===== config.mk =====
export PLATFORM = sky130hd
export DESIGN_NAME = length_prefixed_request_checker_top
export DESIGN_NICKNAME = d
export VERILOG_FILES = /design/src/lprc_pkg.sv /design/src/lprc_parser.sv /design/src/lprc_queue.sv /design/src/lprc_out.sv /design/src/length_prefixed_request_checker_top.sv
export SDC_FILE = /design/constraint.sdc
export NUM_CORES = 1
export LEC_CHECK = 0
export ABC_AREA = 1
export BUFFER_PORTS_ARGS = -buffer_cell sky130_fd_sc_hd__buf_2
export CAP_MARGIN = 25
export CELL_PAD_IN_SITES_DETAIL_PLACEMENT = 0
export CELL_PAD_IN_SITES_GLOBAL_PLACEMENT = 1
export CORE_ASPECT_RATIO = 1.5
export CORE_MARGIN = 5
export CORE_UTILIZATION = 39
export CTS_BUF_LIST = sky130_fd_sc_hd__clkbuf_16
export DETAILED_ROUTE_END_ITERATION = 7
export GPL_TIMING_DRIVEN = 1
export MAX_ROUTING_LAYER = met4
export PLACE_DENSITY_LB_ADDON = 0.1
export SLEW_MARGIN = 0
export SYNTH_ARGS = -nofsm -noshare
export SYNTH_HDL_FRONTEND = slang
export SYNTH_SLANG_ARGS = --single-unit

===== constraint.sdc =====
create_clock -name clk -period 9.25 [get_ports clk]
set_input_delay 1.3875 -clock clk [delete_from_list [all_inputs] [get_ports clk]]
set_output_delay 1.3875 -clock clk [all_outputs]
set_load 0.05 [all_outputs]

===== src/lprc_pkg.sv =====
// Shared types and constants for the length-prefixed request checker.
package lprc_pkg;

	localparam int unsigned REQ_LEN_W = 32;
	localparam int unsigned ARG_CNT_W = 21;
	localparam int unsigned CFG_IDX_W = 8;
	localparam int unsigned CFG_DAT_W = 32;

	localparam logic [CFG_IDX_W-1:0] CFG_MAX_REQ_LEN = 8'd0;
	localparam logic [CFG_IDX_W-1:0] CFG_MAX_ARGS    = 8'd1;

	localparam logic [REQ_LEN_W-1:0] RST_MAX_REQ_LEN = 32'd4096;
	localparam logic [ARG_CNT_W-1:0] RST_MAX_ARGS    = 21'd1024;

	typedef enum logic [2:0] {
		PH_LENGTH,
		PH_COUNT,
		PH_ARGHDR,
		PH_ARGDATA,
		PH_TAIL,
		PH_SKIP,
		PH_HALT
	} lprc_phase_t;

	typedef enum logic [2:0] {
		ST_OK        = 3'd0,
		ST_SHORT     = 3'd1,
		ST_TOO_MANY  = 3'd2,
		ST_NO_ARGS   = 3'd3,
		ST_MISSING   = 3'd4,
		ST_OVERRUN   = 3'd5,
		ST_TRAILING  = 3'd6,
		ST_TOO_LARGE = 3'd7
	} lprc_status_t;

	typedef struct packed {
		lprc_status_t           status;
		logic [ARG_CNT_W-1:0]   arg_count;
		logic [REQ_LEN_W-1:0]   req_len;
	} lprc_result_t;

endpackage


===== src/lprc_parser.sv =====
// Front end: byte-wise request parser that produces at most one result per beat.
module lprc_parser import lprc_pkg::*; (
	input  logic                 clk,
	input  logic                 arst_n,
	input  logic                 byte_fire,
	input  logic [7:0]           data_byte,
	input  logic [REQ_LEN_W-1:0] max_req_len,
	input  logic [ARG_CNT_W-1:0] max_args,
	output logic                 res_valid,
	output lprc_result_t         res
);

	lprc_phase_t          phase_q, phase_d;
	logic [1:0]           idx_q, idx_d;
	logic [23:0]          hdr_q, hdr_d;
	logic [REQ_LEN_W-1:0] len_q, len_d;
	logic [REQ_LEN_W-1:0] rem_q, rem_d;        // body bytes still to come
	logic [REQ_LEN_W-1:0] arg_bytes_q, arg_bytes_d;
	logic [ARG_CNT_W-1:0] args_left_q, args_left_d;
	logic [ARG_CNT_W-1:0] cnt_q, cnt_d;
	lprc_status_t         err_q, err_d;
	logic [REQ_LEN_W-1:0] field;
	logic                 field_done;
	logic                 finish;

	always_ff @(posedge clk or negedge arst_n) begin
		if (!arst_n) begin
			phase_q <= PH_LENGTH;
			idx_q   <= 2'd0;
		end else begin
			phase_q <= phase_d;
			idx_q   <= idx_d;
		end
	end

	always_ff @(posedge clk) begin
		hdr_q       <= hdr_d;
		len_q       <= len_d;
		rem_q       <= rem_d;
		arg_bytes_q <= arg_bytes_d;
		args_left_q <= args_left_d;
		cnt_q       <= cnt_d;
		err_q       <= err_d;
	end

	always_comb begin
		field       = {hdr_q, data_byte};
		field_done  = (idx_q == 2'd3);
		finish      = 1'b0;
		phase_d     = phase_q;
		idx_d       = idx_q;
		hdr_d       = hdr_q;
		len_d       = len_q;
		rem_d       = rem_q;
		arg_bytes_d = arg_bytes_q;
		args_left_d = args_left_q;
		cnt_d       = cnt_q;
		err_d       = err_q;
		res_valid   = 1'b0;
		res.status    = ST_OK;
		res.arg_count = '0;
		res.req_len   = len_q;

		if (byte_fire && phase_q == PH_LENGTH) begin
			idx_d = idx_q + 2'd1;
			hdr_d = field[23:0];
			if (field_done) begin
				if (field > max_req_len) begin
					// oversized: report once, then drop everything until reset
					res_valid     = 1'b1;
					res.status    = ST_TOO_LARGE;
					res.req_len   = field;
					phase_d       = PH_HALT;
				end else if (field == '0) begin
					res_valid     = 1'b1;
					res.status    = ST_SHORT;
					res.req_len   = '0;
				end else begin
					len_d   = field;
					rem_d   = field;
					cnt_d   = '0;
					err_d   = ST_OK;
					phase_d = PH_COUNT;
				end
			end
		end else if (byte_fire && phase_q != PH_HALT) begin
			rem_d = rem_q - 32'd1;
			unique case (phase_q)
				PH_COUNT: begin
					idx_d = idx_q + 2'd1;
					hdr_d = field[23:0];
					if (field_done) begin
						if (field > {11'd0, max_args}) begin
							err_d   = ST_TOO_MANY;
							phase_d = PH_SKIP;
						end else if (field == '0) begin
							err_d   = ST_NO_ARGS;
							phase_d = PH_SKIP;
						end else begin
							args_left_d = field[ARG_CNT_W-1:0];
							phase_d     = PH_ARGHDR;
						end
					end
				end
				PH_ARGHDR: begin
					idx_d = idx_q + 2'd1;
					hdr_d = field[23:0];
					if (field_done) begin
						// room after this byte is rem_q - 1, so size >= rem_q overruns
						if (field >= rem_q) begin
							err_d   = ST_OVERRUN;
							phase_d = PH_SKIP;
						end else if (field == '0) begin
							finish = 1'b1;
						end else begin
							arg_bytes_d = field;
							phase_d     = PH_ARGDATA;
						end
					end
				end
				PH_ARGDATA: begin
					arg_bytes_d = arg_bytes_q - 32'd1;
					finish      = (arg_bytes_q == 32'd1);
				end
				PH_TAIL: begin
					err_d   = ST_TRAILING;
					phase_d = PH_SKIP;
				end
				default: begin
				end
			endcase

			if (finish) begin
				cnt_d       = cnt_q + 21'd1;
				args_left_d = args_left_q - 21'd1;
				idx_d       = 2'd0;
				phase_d     = (args_left_q == 21'd1) ? PH_TAIL : PH_ARGHDR;
			end

			// last body byte: report and start over on the next prefix
			if (rem_q == 32'd1) begin
				res_valid     = 1'b1;
				res.arg_count = cnt_d;
				unique case (phase_d)
					PH_COUNT:   res.status = ST_SHORT;
					PH_ARGHDR:  res.status = ST_MISSING;
					PH_ARGDATA: res.status = ST_OVERRUN;
					PH_TAIL:    res.status = ST_OK;
					default:    res.status = err_d;
				endcase
				phase_d = PH_LENGTH;
				idx_d   = 2'd0;
			end
		end
	end

endmodule


===== src/lprc_queue.sv =====
// Short result queue between the parser and the output stage.
module lprc_queue import lprc_pkg::*; #(
	parameter int unsigned DEPTH = 4
) (
	input  logic         clk,
	input  logic         arst_n,
	input  logic         push,
	input  lprc_result_t push_data,
	input  logic         pop,
	output lprc_result_t pop_data,
	output logic         empty,
	output logic         full
);

	localparam int unsigned AW = (DEPTH > 1) ? $clog2(DEPTH) : 1;
	localparam int unsigned CW = $clog2(DEPTH + 1);
	localparam logic [AW-1:0] LAST = AW'(DEPTH - 1);

	lprc_result_t  mem_q [DEPTH];
	logic [AW-1:0] wr_ptr_q, rd_ptr_q;
	logic [CW-1:0] count_q;

	assign empty    = (count_q == '0);
	assign full     = (count_q == CW'(DEPTH));
	assign pop_data = mem_q[rd_ptr_q];

	always_ff @(posedge clk or negedge arst_n) begin
		if (!arst_n) begin
			wr_ptr_q <= '0;
			rd_ptr_q <= '0;
			count_q  <= '0;
		end else begin
			if (push)
				wr_ptr_q <= (wr_ptr_q == LAST) ? '0 : wr_ptr_q + AW'(1);
			if (pop)
				rd_ptr_q <= (rd_ptr_q == LAST) ? '0 : rd_ptr_q + AW'(1);
			if (push && !pop)
				count_q <= count_q + CW'(1);
			else if (pop && !push)
				count_q <= count_q - CW'(1);
		end
	end

	always_ff @(posedge clk) begin
		if (push)
			mem_q[wr_ptr_q] <= push_data;
	end

endmodule


===== src/lprc_out.sv =====
// Back end: output register that drains the queue and holds a result under stall.
module lprc_out import lprc_pkg::*; (
	input  logic         clk,
	input  logic         arst_n,
	input  logic         q_empty,
	input  lprc_result_t q_data,
	output logic         q_pop,
	input  logic         out_ready,
	output logic         out_valid,
	output lprc_result_t out_res
);

	logic         valid_q;
	lprc_result_t res_q;

	assign q_pop     = !q_empty && (!valid_q || out_ready);
	assign out_valid = valid_q;
	assign out_res   = res_q;

	always_ff @(posedge clk or negedge arst_n) begin
		if (!arst_n)
			valid_q <= 1'b0;
		else if (q_pop)
			valid_q <= 1'b1;
		else if (out_ready)
			valid_q <= 1'b0;
	end

	always_ff @(posedge clk) begin
		if (q_pop)
			res_q <= q_data;
	end

endmodule


===== src/length_prefixed_request_checker_top.sv =====
// Top level of the length-prefixed request checker.
//
// Input channel: one stream byte per beat on data_byte (in_valid/in_ready).
// Output channel: one result per request on status, argument_count and
// request_length (out_valid/out_ready), given after the last body byte, or
// straight after the fourth length byte for an empty or oversized body.
// Config channel: cfg_valid/cfg_ready with cfg_index (0 max request length,
// 1 max argument count) and cfg_data; always ready, unknown indexes ignored.
// Throughput: one byte per cycle while the queue is not full. The parser
// updates its counters in the beat's own cycle and pushes the result into a
// small queue. The result of the last byte is written into the queue, then
// moved into the output register once the output side is free; out_valid
// comes from that register.
// Stall: while out_ready is low the output register holds its result and the
// queue fills; in_ready drops only once the queue is full.
// Reset: arst_n clears the parser to wait for a length prefix, empties the
// queue and output register, and restores the limits (4096 bytes, 1024 args).
// After an oversized length the parser drops every byte until reset.
module length_prefixed_request_checker_top import lprc_pkg::*; #(
	parameter int unsigned QUEUE_DEPTH = 4
) (
	input  logic                 clk,
	input  logic                 arst_n,
	input  logic                 in_valid,
	output logic                 in_ready,
	input  logic [7:0]           data_byte,
	output logic                 out_valid,
	input  logic                 out_ready,
	output logic [2:0]           status,
	output logic [ARG_CNT_W-1:0] argument_count,
	output logic [REQ_LEN_W-1:0] request_length,
	input  logic                 cfg_valid,
	output logic                 cfg_ready,
	input  logic [CFG_IDX_W-1:0] cfg_index,
	input  logic [CFG_DAT_W-1:0] cfg_data
);

	logic [REQ_LEN_W-1:0] max_req_len_q;
	logic [ARG_CNT_W-1:0] max_args_q;
	logic                 byte_fire;
	logic                 res_valid;
	lprc_result_t         res;
	logic                 q_pop, q_empty, q_full;
	lprc_result_t         q_data;
	lprc_result_t         out_res;

	// limits register file
	assign cfg_ready = 1'b1;

	always_ff @(posedge clk or negedge arst_n) begin
		if (!arst_n) begin
			max_req_len_q <= RST_MAX_REQ_LEN;
			max_args_q    <= RST_MAX_ARGS;
		end else if (cfg_valid) begin
			if (cfg_index == CFG_MAX_REQ_LEN)
				max_req_len_q <= cfg_data;
			else if (cfg_index == CFG_MAX_ARGS)
				max_args_q <= cfg_data[ARG_CNT_W-1:0];
		end
	end

	// a beat is taken whenever the queue has room for its possible result
	assign in_ready  = !q_full;
	assign byte_fire = in_valid && in_ready;

	lprc_parser u_parser (
		.clk         (clk),
		.arst_n      (arst_n),
		.byte_fire   (byte_fire),
		.data_byte   (data_byte),
		.max_req_len (max_req_len_q),
		.max_args    (max_args_q),
		.res_valid   (res_valid),
		.res         (res)
	);

	lprc_queue #(
		.DEPTH (QUEUE_DEPTH)
	) u_queue (
		.clk       (clk),
		.arst_n    (arst_n),
		.push      (res_valid),
		.push_data (res),
		.pop       (q_pop),
		.pop_data  (q_data),
		.empty     (q_empty),
		.full      (q_full)
	);

	lprc_out u_out (
		.clk       (clk),
		.arst_n    (arst_n),
		.q_empty   (q_empty),
		.q_data    (q_data),
		.q_pop     (q_pop),
		.out_ready (out_ready),
		.out_valid (out_valid),
		.out_res   (out_res)
	);

	assign status         = out_res.status;
	assign argument_count = out_res.arg_count;
	assign request_length = out_res.req_len;

`ifndef SYNTH
	// a result only ever comes from an accepted beat
	a_push_from_beat: assert property (@(posedge clk) disable iff (!arst_n)
		res_valid |-> (in_valid && in_ready))
		else $error("result pushed without an accepted beat");

	// while the queue holds a result, out_valid is high in the next cycle
	a_queue_drains: assert property (@(posedge clk) disable iff (!arst_n)
		!q_empty |=> out_valid)
		else $error("queue holds a result but output is idle");

	// the output register never pops from an empty queue
	a_pop_nonempty: assert property (@(posedge clk) disable iff (!arst_n)
		q_pop |-> !q_empty)
		else $error("pop from empty queue");
`endif

endmodule

== After elaboration in Yosys (flattened, before gate mapping) ==
Memory sizes are Yosys's and may differ from the RTL's. A register that Yosys moved wholly into a read port is not among the register bits.
Index checks and enable logic that the tools add are counted.

* Bits in registers: 231
* Memory bits (writable): 224
* Bits of input ports: 53
* Output and inout bits: 59
* Word-level logic and storage cells: 178
* Memories kept: 1

{| class="wikitable"
|+ Memories
! memory !! words !! width !! read ports !! clocked after Yosys merged registers in !! wr ports !! RTL line !! source
|-
| u_queue.mem_q || 4 || 56 || 1 || 1 || 1 || lprc_queue.sv:19 || <nowiki>lprc_result_t mem_q [DEPTH];</nowiki>
|}

* $add $sub $neg: 9
* Magnitude comparators: 3
* Eq/ne operators: 26
* Mux-type cells: 86
* Bitwise gates (word level): 4
* Reductions and logical operators: 34

{| class="wikitable"
|+ Operators with widths
! operator !! number
|-
| $mux 32 || 11
|-
| $mux 21 || 12
|-
| $mux 24 || 5
|-
| $mux 3 || 31
|-
| $eq 32x1->1 const B || 2
|-
| $pmux 32 s2 || 1
|-
| $sub 32x1->32 const B || 2
|-
| $ge 32x32->1 || 1
|-
| $gt 32x21->1 || 1
|-
| $gt 32x32->1 || 1
|-
| $logic_not 32->1 || 1
|-
| $add 21x1->21 const B || 1
|-
| $eq 21x1->1 const B || 1
|-
| $sub 21x1->21 const B || 1
|-
| $pmux 3 s3 || 2
|-
| $mux 1 || 15
|-
| $mux 2 || 7
|-
| $reduce_bool 2->1 || 7
|-
| $eq 3x2->1 const B || 4
|-
| $ne 2x2->1 const B || 6
|-
| $pmux 3 s4 || 1
|-
| $reduce_and 6->1 || 2
|-
| $eq 3x3->1 const B || 3
|-
| $eq 8x1->1 const B || 1
|-
| 19 further kinds || 43
|}

== Depth between registers and ports, before layout ==
Gate-level depths: netlist of the first run.

* Depth after elaboration: 15
* Mapped depth: 25
* Mapped depth without buffers: 25

== Cells and area by module ==
From an unflattened synthesis of the first run, not the netlist that was laid out.

* Cell total of the unflattened synthesis: 2515
* Area, all modules: 26038.7 um^2

{| class="wikitable"
|+ By module, submodules not included
! module !! instances !! cells each !! area each (um^2) !! sequential area each (um^2)
|-
| lprc_parser || 1 || 1495 || 12079.1 || 5079.9
|-
| lprc_queue || 1 || 705 || 9952.0 || 6901.6
|-
| length_prefixed_request_checker_top || 1 || 254 || 2280.9 || 1328.8
|-
| lprc_out || 1 || 61 || 1726.7 || 1706.6
|}

== Worst setup path after synthesis of the first run ==
No wires, ideal clock.

* Path type: in2reg
* Start: in data_byte[0]
* End: reg u_parser.arg_bytes_q[0], enable pin
* Setup time: 0.594 ns
* Data arrival time: 7.395 ns
* Required time: 8.656 ns
* Path slack: 1.261 ns
* Stages on the path: 13
* Path buffers: 0
* Path through: inv_1 > ha_1 > nand2_1 > nor2_1 > nor2_1 > nand2_1 > nand2_1 > nand2_1 > nand2_1 > nand2_1 > nand2_1 > nand2_1 > a2111oi_0

* Longest elaborated chain between the ends: 3

{| class="wikitable"
|+ RTL lines
! item !! RTL line !! source
|-
| start, declared || length_prefixed_request_checker_top.sv:26 || <nowiki>input logic [7:0] data_byte,</nowiki>
|-
| $ge 32x32->1 or $logic_not 32->1 (tied branches) || lprc_parser.sv:110, lprc_parser.sv:113 ||
|-
| $ne 2x2->1 (no source line) || - ||
|-
| $reduce_and 6->1 (no source line) * || - ||
|-
| end signal, assigned || lprc_parser.sv:40 || <nowiki>arg_bytes_q <= arg_bytes_d;</nowiki>
|-
| end, declared || lprc_parser.sv:18 || <nowiki>logic [REQ_LEN_W-1:0] arg_bytes_q, arg_bytes_d;</nowiki>
|}

Every way passes the cells marked *; elsewhere a longest branch is shown, timed or not.
A chain may end at the register's enable or synchronous reset.

== Worst setup path after layout of the first run ==
* Start: in data_byte[7]
* End: mem u_queue.mem_q[0][30] (netlist bit), enable pin

* Longest elaborated chain between the ends: 7

{| class="wikitable"
|+ RTL lines
! item !! RTL line !! source
|-
| branches (longest 2 deep; another with $gt 32x32->1) || - ||
|-
| $mux 1 * || lprc_parser.sv:68 || <nowiki>if (field > max_req_len) begin</nowiki>
|-
| $mux 1 * || lprc_parser.sv:67 || <nowiki>if (field_done) begin</nowiki>
|-
| $mux 1 * || lprc_parser.sv:64 || <nowiki>if (byte_fire && phase_q == PH_LENGTH) begin</nowiki>
|-
| net res_valid || length_prefixed_request_checker_top.sv:41 || <nowiki>logic res_valid;</nowiki>
|-
| $mux 1 * || lprc_queue.sv:45 || <nowiki>if (push)</nowiki>
|-
| $mux 1 (not written as such) * || lprc_queue.sv:46 || <nowiki>mem_q[wr_ptr_q] <= push_data;</nowiki>
|-
| end, declared || lprc_queue.sv:19 ||
|}

Mark *: on every way through the listed nets, which the timed path passes.

==> out/qor.yml, run 1 <==
cpMaxStageDelayCell: "buf_4"
critical_path.max_stage_delay_ns: 0.65
required_ns: 9.46
fin_crit_sh_pct: 48.8
fin_nets: 2528
synth_edf_count: 445
synth_top_area_cell: "edfxtp_1"
start_util_pct: 39.4
io_buffers: 110
r2r_slack_ns: 4.97
gr-usage-met2_pct: 37.4
combPwrFrac_pct: 19.4
synthTopCellsByCount: "edfxtp_1 (445), nand2_1 (329), nor2_1 (310)"
antenna_found_initial: 0
syn2layout_area_growth_pct: 14.4
yosys-top-cells-area: "edfxtp_1 (55%), dfrtp_1 (6.7%), o21ai_0 (5.9%)"
worstSkewPairLatency_ns: 0.61
grt_pass1_wl_um: 99400
drv_cap: 0
cts_sinks: 511
wire_per_inst_um: 20.3
synth-seq-cells: 511
dr.pass1.iters: 5
worst-slew-pin-transition_ns: 0.941
power.share.sequential_pct: 44.4
synth_cell_type_count: 57
netlist_area_um2: 24100
cts_buffers: 52
path_clk_slew_ns: 0.06
syn_area_per_cell_um2: 10.7
powerDensity_nw_per_um2: 226
die_x_um: 213
vdd_drop_max_mv: 0.124
cp-start-kind: "primary input"
cp-end-kind: "flip-flop"
pre_cts_slack_ns: 4.07
arrival_ns: 4.73
drt-initial-drc-count: 949
power.leakage_nw: 10.3
drt-total-wl_um: 65100
cp_cell_sequence: "buf_2 -> ha_1 -> nand2_1 -> nor2_1 -> nand2_1 -> o211ai_1 -> nand2_1 -> o2111ai_1 -> nand2_1 -> nand2_1 -> nand2_1 -> nand2_1 -> nand2_1 -> buf_4 -> nand2_1 -> inv_1 -> nor2_4 -> buf_4"
grt_use_total_pct: 19.9
min_from: "max_args_q[15]"
cts_resized: 0
sw_frac_of_total_pct: 31.0
gp_congestion: 0.847
min_path_type: "flip-flop to flip-flop"
critical_path.startpoint: "data_byte[7]"
synth.most_common_cell: "edfxtp_1"
die-area_um2: 66900
dp_hpwl_um: 46100
synthCells: 2254
max_freq_mhz: 222
rsz0062_at_grt: "false"
fin_skew_ns: 0.0262
grt_overflow: 0
cts.htree.levels: 2
ys_warn_count: 0
rows: 111
worstPathMaxFanout: 56
grt_use_met3_pct: 2.05
cts_tree: "built"
grt_pass1_vias: 17000
hold_viol: 0
final_antenna_net_count: 0
grt_max_degree: 84
netlist.area_leader.share_pct: 55.5
placeableCoreArea_um2: 61100
cts.path.max_buffers: 3
status: "complete, no violations"
postCtsSetupBuffers: 0
vias: 16600
finalSetupViolCount: 0
via_per_inst: 5.17
timing.setup.tns_ns: 0
slew_headroom_pct: 37.2
ff2ff_path_depth: 14
synth-async-reset-ratio_pct: 12.9
drive_gt1_share_pct: 12.3
top_usage_layer: "met2"
crit_end: "u_queue.mem_q[0][30]"
reg2reg_to: "u_queue.mem_q[0][30]"
p_int_w: 0.00430
clockRootBuffer: "clkbuf_16"
synthFlopType: "edfxtp_1"
hold-worst-slack_ns: 0.482
drv_slew: 0
syn_nets: 2407
total_power_w: 0.00623
critPathKind: "primary input to flip-flop"
drc: 0
fp.dieH_um: 314
r2r-start: "u_parser.hdr_q[13]"
fin_crit_ns: 4.51
cts-hold-fix-buffers: 0
crit_top_cell: "nand2_1"
pin_count: 112
clkPwrFrac_pct: 36.2
switchingPower_w: 0.00193
setup_ws_ns: 4.74
ys_seq_area_share_pct: 62.4
n_fill_cell: 5771
grt_use_met1_pct: 21.8
[logic make-up after synthesis]
family,synth area share (%)
AO/OA/AOI/OAI,9.72
flip-flops,62.4
adder cells (fa/ha/maj),5.23
XOR/XNOR,2.58
AND/OR/NAND/NOR,14.6
other,0.0156
buffers and inverters,4.93
multiplexers,0.556
[worst min-delay path by stage]
stage                           endpoint  slack, ns  cells after the start
after floorplan           max_args_q[11]       0.45                      2
after global routing       max_args_q[4]       0.50                      2
after global placement     max_args_q[3]       0.47                      2
after detailed placement  max_args_q[15]       0.47                      2
after CTS                 max_args_q[15]       0.49                      2
final                     max_args_q[15]       0.48                      2
[per-layer routing]
layer | up-vias | share of wire (%)
li1 | 8074 | -
met1 | 8065 | 39
met2 | 341 | 55
met3 | 112 | 3.2
met4 | 0 | 3.5
met5 | - | 0
[critical path, delay by kind of cell]
kind	cells	cell delay, ns
and+or+nand+nor	11	1.35
buffers and inverters	4	1.28
AOI/OAI and AO/OA	2	0.24
adders and majority gates	1	0.32
[final cells by class]
| type | instances | area [um2] | share of cell area (%) |
|---|---|---|---|
| Multi-Input combinational cell | 1428 | 7970 | 28.9 |
| Tap cell | 791 | 990 | 3.59 |
| Inverter | 241 | 906 | 3.29 |
| Antenna cell | 1 | 2.50 | 0.00909 |
| Clock inverter | 42 | 444 | 1.61 |
| Timing Repair Buffer | 141 | 806 | 2.93 |
| Sequential cell | 511 | 15000 | 54.5 |
| Clock buffer | 56 | 1400 | 5.09 |
[registers in the layout, summed over array words and instances, names as in the netlist]
| register | flops |
|---|---|
| u_queue.count_q | 3 |
| u_out.out_res | 56 |
| u_queue.rd_ptr_q | 2 |
| u_parser.hdr_q | 24 |
| u_parser.phase_q | 3 |
| u_parser.len_q | 32 |
| max_req_len_q | 32 |
| u_parser.arg_bytes_q | 32 |
| u_queue.mem_q | 224 |
| u_parser.cnt_q | 21 |
| max_args_q | 21 |
| u_parser.args_left_q | 21 |
| u_parser.idx_q | 2 |
| u_queue.wr_ptr_q | 2 |
| u_parser.rem_q | 32 |
| u_parser.err_q | 3 |
| u_out.out_valid | 1 |
[layout by cell type (no fill, tap or decap), types with 35 or more instances in the layout]
| cell | count |
|---|---|
| nor2_1 | 305 |
| dfrtp_1 | 63 |
| clkbuf_16 | 56 |
| buf_2 | 109 |
| xor2_1 | 50 |
| nand3_1 | 45 |
| o22ai_1 | 56 |
| a21oi_1 | 43 |
| o21ai_0 | 282 |
| inv_1 | 238 |
| ha_1 | 99 |
| nand4_1 | 35 |
| nand2_1 | 329 |
| edfxtp_1 | 445 |
[per-stage QoR]
step                      instance area [um2]  cells  utilization [%]
after global placement                  25700   3111             42.0
after floorplan                         24100   2254                -
after global routing                    27500   3210             45.1
after CTS                               27500   3210             45.1
final                                   27500   3211             45.1
after detailed placement                25700   3112             42.0
[power groups by stage]
stage	Sequential [W]	Combinational, W	Clock, W
after global routing	0.00279	0.00132	0.00240
after CTS	0.00277	0.00124	0.00232
after floorplan	0.00323	0.000463	0
after detailed placement	0.00282	0.00124	0
after global placement	0.00282	0.00122	0
final	0.00277	0.00121	0.00226
No activity file was read; power rests on OpenSTA's default activity.
==> inputs of run 2 (changes only) <==
clock period = 3.8 ns   (was 9.25 ns; I/O delays follow)
==> run 2 against run 1 <==
  * Sequential share of layout area fell by 0.53 points
  * Final cell count rose by 1.7%
  * Die area did not move
  * Critical path type is now flip-flop to flip-flop
  * Critical endpoint is now u_queue.count_q[2]
==> out/qor.yml, run 2 (synthesis results as in run 1) <==
status: "complete, no violations"
die_x_um: 213
r2r-start: "u_parser.hdr_q[23]"
via_per_inst: 5.11
ff2ff_path_depth: 18
gp_congestion: 0.875
hold_viol: 0
final-seq-area_um2: 15000
worstSkewPairLatency_ns: 0.60
clockRootBuffer: "clkbuf_16"
cp-start-kind: "flip-flop"
n_antenna_cell: 0
grt_max_degree: 63
die-area_um2: 66900
n_fill_cell: 5869
antenna_found_initial: 0
hold-worst-slack_ns: 0.0420
setup_ws_ns: 0.312
crit_end: "u_queue.count_q[2]"
grt_use_total_pct: 20.0
fin_skew_ns: 0.0163
start_util_pct: 39.4
wire_per_inst_um: 19.9
required_ns: 4.27
reg2reg_to: "u_queue.count_q[2]"
cts-hold-fix-buffers: 0
powerDensity_nw_per_um2: 520
arrival_ns: 3.96
max_freq_mhz: 287
final_common_cell: "edfxtp_1"
vias: 16700
grt_pass1_vias: 17500
multi_input_area_um2: 7980
cts_sinks: 511
drive_gt1_share_pct: 14.1
finalSetupViolCount: 0
dp_hpwl_um: 46800
largest_register_ffs: 224
cts_buffers: 51
r2r_slack_ns: 0.31
drv_slew: 0
worstPathMaxFanout: 6
rsz0062_at_grt: "false"
drt-initial-drc-count: 863
drv_cap: 0
path_clk_slew_ns: 0.06
most-common-layout-cells: "edfxtp_1 (445), nand2_1 (329), nor2_1 (305)"
cts_tree: "built"
cts.path.max_buffers: 3
syn2layout_area_growth_pct: 15.5
pre_cts_slack_ns: 0.110
cts.htree.levels: 2
fin_crit_ns: 3.49
dr.pass1.iters: 7
drt-total-wl_um: 65100
critPathKind: "flip-flop to flip-flop"
rows: 111
fin_nets: 2586
grt_overflow: 0
critical_path.startpoint: "u_parser.hdr_q[23]"
slew_headroom_pct: 44.7
fp.dieH_um: 314
top_register: "u_queue.mem_q"
grt_pass1_wl_um: 100000
worst-slew-pin-transition_ns: 0.830
drc: 0
fin_crit_sh_pct: 91.8
cp-end-kind: "flip-flop"
placeableCoreArea_um2: 61100
io_buffers: 110
vdd_drop_max_mv: 0.336
pin_count: 112
power.leakage_nw: 10.5
final_antenna_net_count: 0
min_path_type: "primary input to asynchronous set/reset pin"
## run 2: cell count changes in the layout (fill, tap and decap cells not counted), sizes merged
| cell | delta |
|---|---|
| clkbuf | -5 |
| clkinvlp | +3 |
| clkinv | +5 |
| bufinv | -7 |
| buf | +59 |
| diode | -1 |
## run 2: report_power, final
part | switching (W) | internal [W] | leakage [nW]
Sequential | 0.000184 | 0.00655 | 4.51
Clock | 0.00217 | 0.00257 | 0.802
Combinational | 0.00231 | 0.000658 | 5.18
Total | 0.00466 | 0.00978 | 10.5
## run 2: worst min-delay path by stage
stage / slack (ns) / to / cells after the start / startpoint
6_report: 0.04 / max_args_q[2] / 1 / arst_n
5_1_grt: 0.07 / max_args_q[2] / 1 / arst_n
4_1_cts: 0.04 / max_args_q[2] / 1 / arst_n
3_5_place_dp: 0.47 / max_args_q[19] / 2 / max_args_q[19]
3_3_place_gp: 0.47 / max_args_q[18] / 2 / max_args_q[18]
2_1_floorplan: 0.27 / max_args_q[0] / 0 / arst_n
## run 2: repair_timing
item	in CTS	in global routing
resized for setup	0	1
setup endpoints to repair	0	47
setup buffers	0	2
## run 2: through the flow
step | TNS [ns] | instances | instance area, um2 | power [W] | util (%)
finish | 0 | 3265 | 27800 | 0.0144 | 45.5
global route | 0 | 3265 | 27800 | 0.0151 | 45.5
CTS | 0 | 3263 | 27800 | 0.0147 | 45.5
detailed placement | 0 | 3169 | 26200 | 0.00992 | 42.9
global placement | 0 | 3169 | 26200 | 0.00987 | 42.9
floorplan | -235.81 | 2254 | 24100 | 0.00897 | -
## run 2: area by class of cell
| type | count | area share, % |
|---|---|---|
| Clock buffer | 51 | 4.59 |
| Inverter | 241 | 3.26 |
| Multi-Input combinational cell | 1428 | 28.7 |
| Clock inverter | 43 | 0.958 |
| Tap cell | 791 | 3.56 |
| Timing Repair Buffer | 200 | 4.91 |
| Sequential cell | 511 | 54.0 |
## run 2: per-layer routing
layer  GRT usage [%]  wire, um  part of all wire [%]
met1            21.6     24300                    37
met2            37.4     35700                    55
met3            2.39      2530                   3.9
met4            7.36      2610                   4.0
met5               -         0                     0
## run 2: critical path: stages, from the launching register on
cell and delay (ns):
edfxtp_1 0.41, ha_1 0.31, nand2_1 0.06, nor2_1 0.15, nand4_1 0.19, nor4_2 0.24, buf_4 0.19, nand2_1 0.07
nand2_1 0.15, nand2_1 0.12, nand2_1 0.12, nand2_1 0.08, nand2_1 0.20, ha_1 0.19, inv_1 0.07, fa_1 0.37
a21oi_1 0.14, o21ai_0 0.12, xor2_1 0.16
==> inputs of run 3 (changes only) <==
BUFFER_PORTS_ARGS = -buffer_cell sky130_fd_sc_hd__buf_4   (was -buffer_cell sky130_fd_sc_hd__buf_2)
==> run 3 against run 2 <==
  * First-iteration DRC count is 8.1% higher
  * Wire length is 0.26% lower
  * Clock-buffer cell count is 3 higher
  * Critical path depth stayed put
  * Global-route usage is 0.22 points lower
  * Final cell count is 0.25% higher
  * Via count is 0.92% higher
  * Fmax is 1.2% higher
  * Sequential share of layout area is 0.79 points lower
  * Utilization is 0.67 points higher
  * Total power is 3.1% higher
  * Critical endpoint unchanged
==> out/qor.yml, run 3 (synthesis results as in run 1) <==
status: "complete, no violations"
clkPwrFrac_pct: 33.5
dp_hpwl_um: 47000
critPathKind: "flip-flop to flip-flop"
largest_register_ffs: 224
die-area_um2: 66900
sw_frac_of_total_pct: 31.7
n_antenna_cell: 0
worstPathMaxFanout: 6
cts_resized: 0
fin_crit_ns: 3.45
cp-end-kind: "flip-flop"
final_antenna_net_count: 0
grt_pass1_vias: 17400
clockRootBuffer: "clkbuf_16"
dr.pass1.iters: 5
hold_viol: 0
n_fill_cell: 5808
antenna_found_initial: 0
drt-total-wl_um: 65000
cts.htree.levels: 2
top_layer: "met4"
route.met2.wl_um: 35000
powerDensity_nw_per_um2: 528
drc: 0
slew_headroom_pct: 37.6
placeableCoreArea_um2: 61100
fp.dieH_um: 314
worstSkewPairLatency_ns: 0.61
grt_pass1_wl_um: 99600
pin_count: 112
grt_overflow: 0
combPwrFrac_pct: 21.2
top_register: "u_queue.mem_q"
cts_sinks: 511
total_power_w: 0.0149
grt_use_total_pct: 19.8
cts_buffers: 51
fin_skew_ns: 0.0217
grt_max_degree: 93
p_int_w: 0.0102
fin_nets: 2593
max_freq_mhz: 290
r2r_slack_ns: 0.35
drt-initial-drc-count: 933
worst-slew-pin-transition_ns: 0.936
arrival_ns: 3.93
die_x_um: 213
cts_tree: "built"
timing.setup.tns_ns: 0
min_path_type: "primary input to asynchronous set/reset pin"
rsz0062_at_grt: "false"
gp_congestion: 0.862
vias: 16800
finalSetupViolCount: 0
wire_per_inst_um: 19.8
drv_slew: 0
fin_crit_sh_pct: 90.7
wl_met3_um: 2110
placed_cells: 3178
final_common_cell: "edfxtp_1"
required_ns: 4.28
power.leakage_nw: 10.7
postCtsSetupBuffers: 0
fin_cells: 3273
path_clk_slew_ns: 0.07
drv_cap: 0
drive_gt1_share_pct: 14.5
via_per_inst: 5.14
most-common-layout-cells: "edfxtp_1 (445), nand2_1 (329), nor2_1 (305)"
vdd_drop_max_mv: 0.325
cts.path.max_buffers: 3
power.share.sequential_pct: 45.4
io_buffers: 110
switchingPower_w: 0.00473
cp-start-kind: "flip-flop"
cts-hold-fix-buffers: 0
start_util_pct: 39.4
rows: 111
wl_met1_um: 25300
syn2layout_area_growth_pct: 17.2
## run 3: worst paths after layout
kind | endpoint | from | cells after the start
worst max register to register | u_queue.count_q[2] | u_parser.hdr_q[23] | 18
worst max-delay path | u_queue.count_q[2] | u_parser.hdr_q[23] | 18
worst min register to register | max_req_len_q[20] | max_req_len_q[20] | 2
worst min-delay path | max_args_q[4] | arst_n | 1
min in group clk | u_out.out_valid | out_ready | 2
max in group asynchronous | u_queue.rd_ptr_q[0] | arst_n | 1
## run 3: layout make-up
cell class	instances	area [um2]	share of cell area, %
flip-flops and latches	511	15000	53.2
multi-input cells	1428	7970	28.3
repair buffers	207	1680	5.95
clock buffers	54	1350	4.79
well taps	791	990	3.51
inverters	241	906	3.21
clock inverters	41	295	1.05
## run 3: critical path, stage by stage (launching register included)
cell and delay (ns):
edfxtp_1 0.42, ha_1 0.32, nand2_1 0.06, nor2_1 0.18, nand4_1 0.17, nor4_1 0.21
buf_4 0.19, nand2_1 0.06, nand2_1 0.12, nand2_1 0.11, nand2_1 0.13, nand2_1 0.08
nand2_1 0.21, ha_1 0.19, inv_1 0.07, fa_1 0.38, a21oi_1 0.14, o21ai_0 0.13
xor2_1 0.16
## run 3: routing by layer
metal  vias up  global-route usage, %
met5         -                      -
met4         0                   7.28
met3       113                   2.22
met2       335                   36.6
met1      8190                   21.8
li1       8201                      -
## run 3: power by group through the flow
stage / Clock, W / Combinational (W) / Sequential, W
6_report: 0.00499 / 0.00315 / 0.00676
5_1_grt: 0.00533 / 0.00341 / 0.00681
4_1_cts: 0.00512 / 0.00323 / 0.00678
3_5_place_dp: 0 / 0.00323 / 0.00689
3_3_place_gp: 0 / 0.00320 / 0.00689
2_1_floorplan: 0 / 0.00113 / 0.00784
## run 3: metrics by stage
step	hold slack, ns	area, um2	setup slack (ns)	utilization (%)
CTS	0.105	28200	0.306	46.2
finish	0.0772	28200	0.354	46.2
global route	0.152	28200	0.106	46.2
detailed placement	0.474	26600	0.154	43.5
global placement	0.468	26600	0.115	43.5
floorplan	0.274	24100	-0.967	-
